**src/hdl/lrs_ram.sv**
```systemverilog
module lrs_ram #(
  parameter int unsigned WIDTH = 8,
  parameter int unsigned DEPTH = 16
) (
  input  logic                                        clk,
  input  logic                                        we,
  input  logic [((DEPTH > 1) ? $clog2(DEPTH) : 1)-1:0] waddr,
  input  logic [WIDTH-1:0]                            wdata,
  input  logic [((DEPTH > 1) ? $clog2(DEPTH) : 1)-1:0] raddr,
  output logic [WIDTH-1:0]                            rdata
);

  logic [WIDTH-1:0] mem [DEPTH];

  always_ff @(posedge clk) begin
    if (we) begin
      mem[waddr] <= wdata;
    end
    rdata <= mem[raddr];
  end

endmodule

```
**config.mk**
```make
export PLATFORM = sky130hd
export DESIGN_NAME = lrs_ram
export DESIGN_NICKNAME = d
export VERILOG_FILES = /design/src/hdl/lrs_ram.sv
export SDC_FILE = /design/constraint.sdc
export NUM_CORES = 1
export LEC_CHECK = 0
export ABC_AREA = 1
export BUFFER_PORTS_ARGS = -buffer_cell sky130_fd_sc_hd__buf_2
export CAP_MARGIN = 25
export CORE_MARGIN = 2
export CORE_UTILIZATION = 25
export DETAILED_ROUTE_END_ITERATION = 8
export PLACE_DENSITY_LB_ADDON = 0.05
export SLEW_MARGIN = 10
export SYNTH_ARGS = -nofsm -noshare
export SYNTH_HDL_FRONTEND = slang
export SYNTH_SLANG_ARGS = --single-unit
```
**constraint.sdc**
```tcl
create_clock -name clk -period 1.2 [get_ports clk]
set_clock_uncertainty 0.1 [all_clocks]
set_input_delay 0 -clock clk [delete_from_list [all_inputs] [get_ports clk]]
set_output_delay 0 -clock clk [all_outputs]
set_load 0.01 [all_outputs]
```
==> out/qor.txt, run 1 <==
HP Class -> in2reg
number of synthesized flops with an enable pin -> 128
cell count along the critical path -> 6
largest cells by area after synthesis -> edfxtp_1, nand2_1, nand3_1
CP required -> 1.40 ns
Buffers & Inverters on Critical Path -> 1
total gr overflow -> 0
worst r2r path cells -> 6
Reg clk slew, reported paths -> 0.06 ns
Core Area -> 22,640 um2
worst slew pin tran -> 0.4630 ns
Final nets -> 631
via count -> 3,787
die height -> 155.9 um
type of the worst setup path -> reg2reg
Post-DRT Antenna Nets -> 0
PwrDens -> 1613 nW/um2
Synth top area share -> 66.65%
RR Endpoint -> rdata[4]$_DFF_P_
maximum clock frequency -> 886.2 MHz
Final Cycle Share -> 94.04%
WHS -> -0.009884 ns
DRT iter0 DRCs -> 217
Clock Path Buffers -> 2
Switching Fraction -> 23.01%
CP Launch Point -> mem[11][4]$_DFFE_PP_
CP arrival -> 1.33 ns
Main synth FF type -> edfxtp_1
Clock Power Share -> 46.7%
Seq/Total Area, Yosys -> 69.43%
leakage -> 3.040 nW
FP Rows -> 55
Non-Filler Instances -> 911
reg2reg setup slack -> 0.07 ns
placed cells -> 870
Residual DRC -> 0
Sw Pwr -> 2.645 mW
CP max-delay cell -> edfxtp_1
die area -> 24,300 um2
Placer Congestion -> 0.7416
Post-Syn Area -> 5767 um2
Die X -> 155.9 um
crit path capture -> rdata[4]$_DFF_P_
Clock Latency Late Sink -> 0.42 ns
CP Cell Sequence -> inv_1 -> nand2_1 -> nand3_1 -> nand3_1 -> nand3_2 -> nand2_1
multiplexer area fraction after synthesis -> 0%
compound-cell area share of the yosys netlist -> 0%
vias per cell -> 4.157
vias in the first global route -> 3,777
XOR/XNOR share of the synthesized area -> 0%
failing checks -> hold timing
detailed placer's ending HPWL -> 10,410 um
RSZ-0062 raised after global routing -> false
R2R Path Start -> mem[11][4]$_DFFE_PP_
Synth async-reset ratio -> 0%
min cycle time layout -> 1.128 ns
CTS tree -> built
number of synthesized register bits -> 136
ANT cells -> 0
Synth Area in Adders -> 0%
max-cap violation count -> 0
Ports -> 26
critical path launch point type -> register
Gate power share -> 6.8%
CTS buffer count -> 17
largest net degree at the start of global routing -> 31
area share of and/or/nand/nor cells after synthesis -> 21.05%
status -> finished, violations left
first-pass detailed-route iteration total -> 5
Max VDD drop -> 0.9769 mV
overall power -> 11.50 mW
Netlist cell types -> 12
internal power -> 8.850 mW
CP max stage delay -> 0.36 ns
Critical Path End Type -> register
final hold violation count -> 2
top cells by count, synth -> nand2_1, edfxtp_1, inv_1
DR WL/cell -> 17.60 um
final setup vio count -> 0
final WL -> 16,040 um
Reg power frac -> 46.5%
setup repair bufs after CTS -> 0
Synth Instances -> 551
Total GRT Usage -> 14.05%
fill count -> 2,329
clock root buffer -> clkbuf_16
Rel. slew slack -> 69.13%
crit-path max FO -> 1
Synth warnings -> 0
H-tree Lvls -> 4
number of port buffers -> 25
area delta synth->final -> 23.58%
critical path's top delay family -> simple AND/OR/NAND/NOR gates
global-route wire length before repair -> 24,320 um
largest family of logic cells by synthesized area -> simple AND/OR/NAND/NOR gates
share of cells above drive strength 1 -> 15.50%
Syn Nets -> 569
Post-Syn Area per Cell -> 10.47 um2
total clock sinks -> 136
fin. max-slew vios -> 0
Initial Utilization -> 25.47%
top-count cell post-synth -> nand2_1
antenna violations before repair -> 0
post-synth top area cell -> edfxtp_1
==> power by group through the flow <==
stage,Sequential [mW],Combinational [mW],Clock (mW)
after floorplan,5.45,0.375,0
after global placement,5.45,0.774,0
after detailed placement,5.44,0.773,0
after CTS,5.34,0.798,5.49
after global routing,5.35,0.875,5.67
final,5.34,0.780,5.37
==> layout by cell type, fill, tap and decap left out, types with 3 or more instances in the layout <==
master         netlist  final
buf_12               0      6
dfxtp_1              8      8
nand2_1            173    173
inv_6                0      3
buf_2               13     25
bufinv_16            0      3
nand3_1             97     91
clkinvlp_4           0      5
nand3_2              0      6
edfxtp_1           128    128
clkbuf_16            0     17
buf_4                4     27
inv_1              100    100
dlygate4sd3_1        0      9
nor2_1              17     17
==> metal layers <==
| metal | global-route usage (%) | vias up | routed length (um) |
|---|---|---|---|
| li1 | - | 1898 | - |
| met1 | 19.63 | 1824 | 8163 |
| met3 | 2.583 | 17 | 394 |
| met2 | 21.81 | 48 | 7201 |
| met5 | 0 | - | 0 |
| met4 | 5.155 | 0 | 278 |
==> sequential cells by signal, indices dropped and copies added, names as in the netlist <==
register and cells:
mem 128, rdata 8
==> cell families (layout without fill, tap and decap cells) <==
family                 after synthesis  count (layout)
buffers and inverters              126             201
flip-flops                         136             136
AND/OR/NAND/NOR                    289             289
==> cell type report <==
cell class / instances / area [um2] / area share [%]
clock buffer: 18 / 429.2 / 6.022
multi-input combinational: 289 / 1244 / 17.45
sequential: 136 / 4004 / 56.18
tap: 285 / 356.6 / 5.004
clock inverter: 14 / 172.7 / 2.423
inverter: 102 / 382.9 / 5.372
timing repair buffer: 67 / 538.0 / 7.549
==> repair_timing <==
action | 4_1_cts | 5_1_grt
hold endpoints to repair | 135 | 0
setup endpoints to repair | 0 | 6
hold buffers | 9 | 0
gates resized for setup | 0 | 6
==> worst min-delay path by stage <==
stage | endpoint | slack, ns | startpoint | cells past startpoint
4_1_cts | rdata[0]$_DFF_P_ | 0.03 | raddr[2] | 4
2_1_floorplan | mem[0][0]$_DFFE_PP_ | -0.001 | wdata[0] | 0
3_3_place_gp | rdata[0] | 0.30 | rdata[0]$_DFF_P_ | 1
5_1_grt | rdata[2]$_DFF_P_ | 0.01 | raddr[2] | 4
6_report | rdata[2]$_DFF_P_ | -0.01 | raddr[2] | 4
3_5_place_dp | rdata[0] | 0.30 | rdata[0]$_DFF_P_ | 1
==> worst register-to-register path: stages (launching register included) <==
cell      delay [ns]
edfxtp_1        0.36
inv_1           0.07
nand2_1         0.06
nand3_1         0.10
nand3_1         0.14
nand3_2         0.12
nand2_1         0.07
==> through the flow <==
stage	cell area, um2	util [%]	TNS (ns)	setup WS (ns)
final	7127	31.48	0	0.07155
after global routing	7127	31.48	0	0.002091
after CTS	7097	31.35	0	0.01284
after detailed placement	6405	28.29	-0.1884	-0.06990
after global placement	6405	28.29	-0.1773	-0.06353
after floorplan	5767	-	0	0.1492
Note: power is estimated with default switching activity, not from simulation.
==> inputs of run 2 (changes only) <==
==> constraint.sdc (replaced) <==
create_clock -name clk -period 1.46 [get_ports clk]
set_clock_uncertainty 0.1 [all_clocks]
set_input_delay 0 -clock clk [delete_from_list [all_inputs] [get_ports clk]]
set_output_delay 0 -clock clk [all_outputs]
set_load 0.01 [all_outputs]
==> out/qor.txt, run 2 (same netlist as run 1, synthesis figures left out) <==
Residual DRC -> 0
CP arrival -> 1.35 ns
CP max stage delay -> 0.35 ns
die height -> 155.9 um
area delta synth->final -> 21.57%
CP required -> 1.64 ns
Ports -> 26
Total GRT Usage -> 14.07%
Rel. slew slack -> 69.40%
global-route wire length before repair -> 24,250 um
worst r2r path cells -> 6
vias per cell -> 4.159
HP Class -> in2reg
antenna violations before repair -> 0
Sw Pwr -> 2.093 mW
first-pass detailed-route iteration total -> 4
final setup vio count -> 0
fin. max-slew vios -> 0
Reg clk slew, reported paths -> 0.06 ns
Gate power share -> 6.6%
Finished Core Util -> 30.96%
Largest register FFs -> 128
leakage -> 2.989 nW
worst setup margin -> 0.2871 ns
H-tree Lvls -> 4
clock root buffer -> clkbuf_16
total gr overflow -> 0
most common cell after layout, fill and taps aside -> nand2_1
Reg power frac -> 47.2%
Largest regs -> mem: 128 flops, rdata: 8 flops
CP max-delay cell -> edfxtp_1
Final Cycle Share -> 80.34%
max-cap violation count -> 0
total clock sinks -> 136
Clock Path Buffers -> 2
DR WL/cell -> 17.81 um
PwrDens -> 1329 nW/um2
via count -> 3,764
R2R Path Start -> mem[11][4]$_DFFE_PP_
Max VDD drop -> 0.8010 mV
status -> finished clean
worst slew pin tran -> 0.4590 ns
crit-path max FO -> 1
vias in the first global route -> 3,615
RSZ-0062 raised after global routing -> false
Post-DRT Antenna Nets -> 0
setup repair bufs after CTS -> 0
critical path launch point type -> register
CP Cell Sequence -> inv_1 -> nand2_1 -> nand3_1 -> nand3_1 -> nand3_1 -> nand2_1
most frequent cells in the layout -> nand2_1, edfxtp_1, inv_1
Switching Fraction -> 22.47%
internal power -> 7.222 mW
Placer Congestion -> 0.7339
share of cells above drive strength 1 -> 13.23%
CP Launch Point -> mem[11][4]$_DFFE_PP_
Final nets -> 625
Biggest register -> mem
maximum clock frequency -> 852.6 MHz
CTS buffer count -> 17
Core Area -> 22,640 um2
Die X -> 155.9 um
Clock Latency Late Sink -> 0.41 ns
CP dominant cell by count -> nand3_1
Place WS -> 0.1731 ns
Initial Utilization -> 25.47%
final WL -> 16,120 um
min cycle time layout -> 1.173 ns
WHS Endpoint -> rdata[7]$_DFF_P_
detailed placer's ending HPWL -> 10,180 um
DRT iter0 DRCs -> 248
die area -> 24,300 um2
Critical Path End Type -> register
Clock Power Share -> 46.2%
WHS Path Cells -> 6
type of the worst setup path -> reg2reg
WHS -> 0.07620 ns
CTS tree -> built
reg2reg setup slack -> 0.29 ns
final hold violation count -> 0
RR Endpoint -> rdata[4]$_DFF_P_
number of port buffers -> 25
FP Rows -> 55
Fin Setup TNS -> 0 ns
ANT cells -> 0
largest net degree at the start of global routing -> 65
Worst Hold Launch -> raddr[2]
-- run 2: what timing repair did --
action                    in CTS  in global routing
resized for setup              0                  0
hold buffers                   9                  0
hold endpoints to repair     135                  0
-- run 2: how the worst max path moves through the flow --
stage          cells after the start                    to
2_1_floorplan                      2  mem[10][0]$_DFFE_PP_
3_3_place_gp                       7      rdata[4]$_DFF_P_
3_5_place_dp                       7      rdata[2]$_DFF_P_
4_1_cts                            6      rdata[2]$_DFF_P_
5_1_grt                            6      rdata[7]$_DFF_P_
6_report                           6      rdata[4]$_DFF_P_
-- run 2: cell type report --
cell class | count | area, um2
Tap cell | 285 | 356.6
Multi-Input combinational cell | 289 | 1214
Timing Repair Buffer | 61 | 467.9
Inverter | 102 | 382.9
Clock buffer | 18 | 429.2
Sequential cell | 136 | 4004
Fill cell | 2346 | 15630
Clock inverter | 14 | 156.4
-- run 2: power by group through the flow --
stage	clock (mW)	sequential [mW]	combinational (mW)
CTS	4.41	4.40	0.643
detailed placement	0	4.48	0.623
global placement	0	4.48	0.624
floorplan	0	4.48	0.308
finish	4.30	4.40	0.619
global route	4.58	4.40	0.695
-- run 2: critical path, delay by kind of cell (launching register included) --
family / cells / cell delay (ns)
flip-flops: 1 / 0.35
AND/OR/NAND/NOR: 5 / 0.51
buffers and inverters: 1 / 0.06
-- run 2: metrics by stage --
stage	instance area (um2)	std cells	total power [mW]
finish	7010	905	9.315
detailed placement	6335	864	5.102
floorplan	5767	551	4.787
global route	7010	905	9.677
CTS	7010	905	9.446
global placement	6335	864	5.105
-- run 2: routing by layer --
| metal | share of wire (%) | track usage [%] |
|---|---|---|
| met4 | 0.74 | 3.539 |
| met3 | 3.3 | 2.972 |
| met2 | 45 | 21.55 |
| met1 | 51 | 20.33 |
| met5 | 0 | 0 |
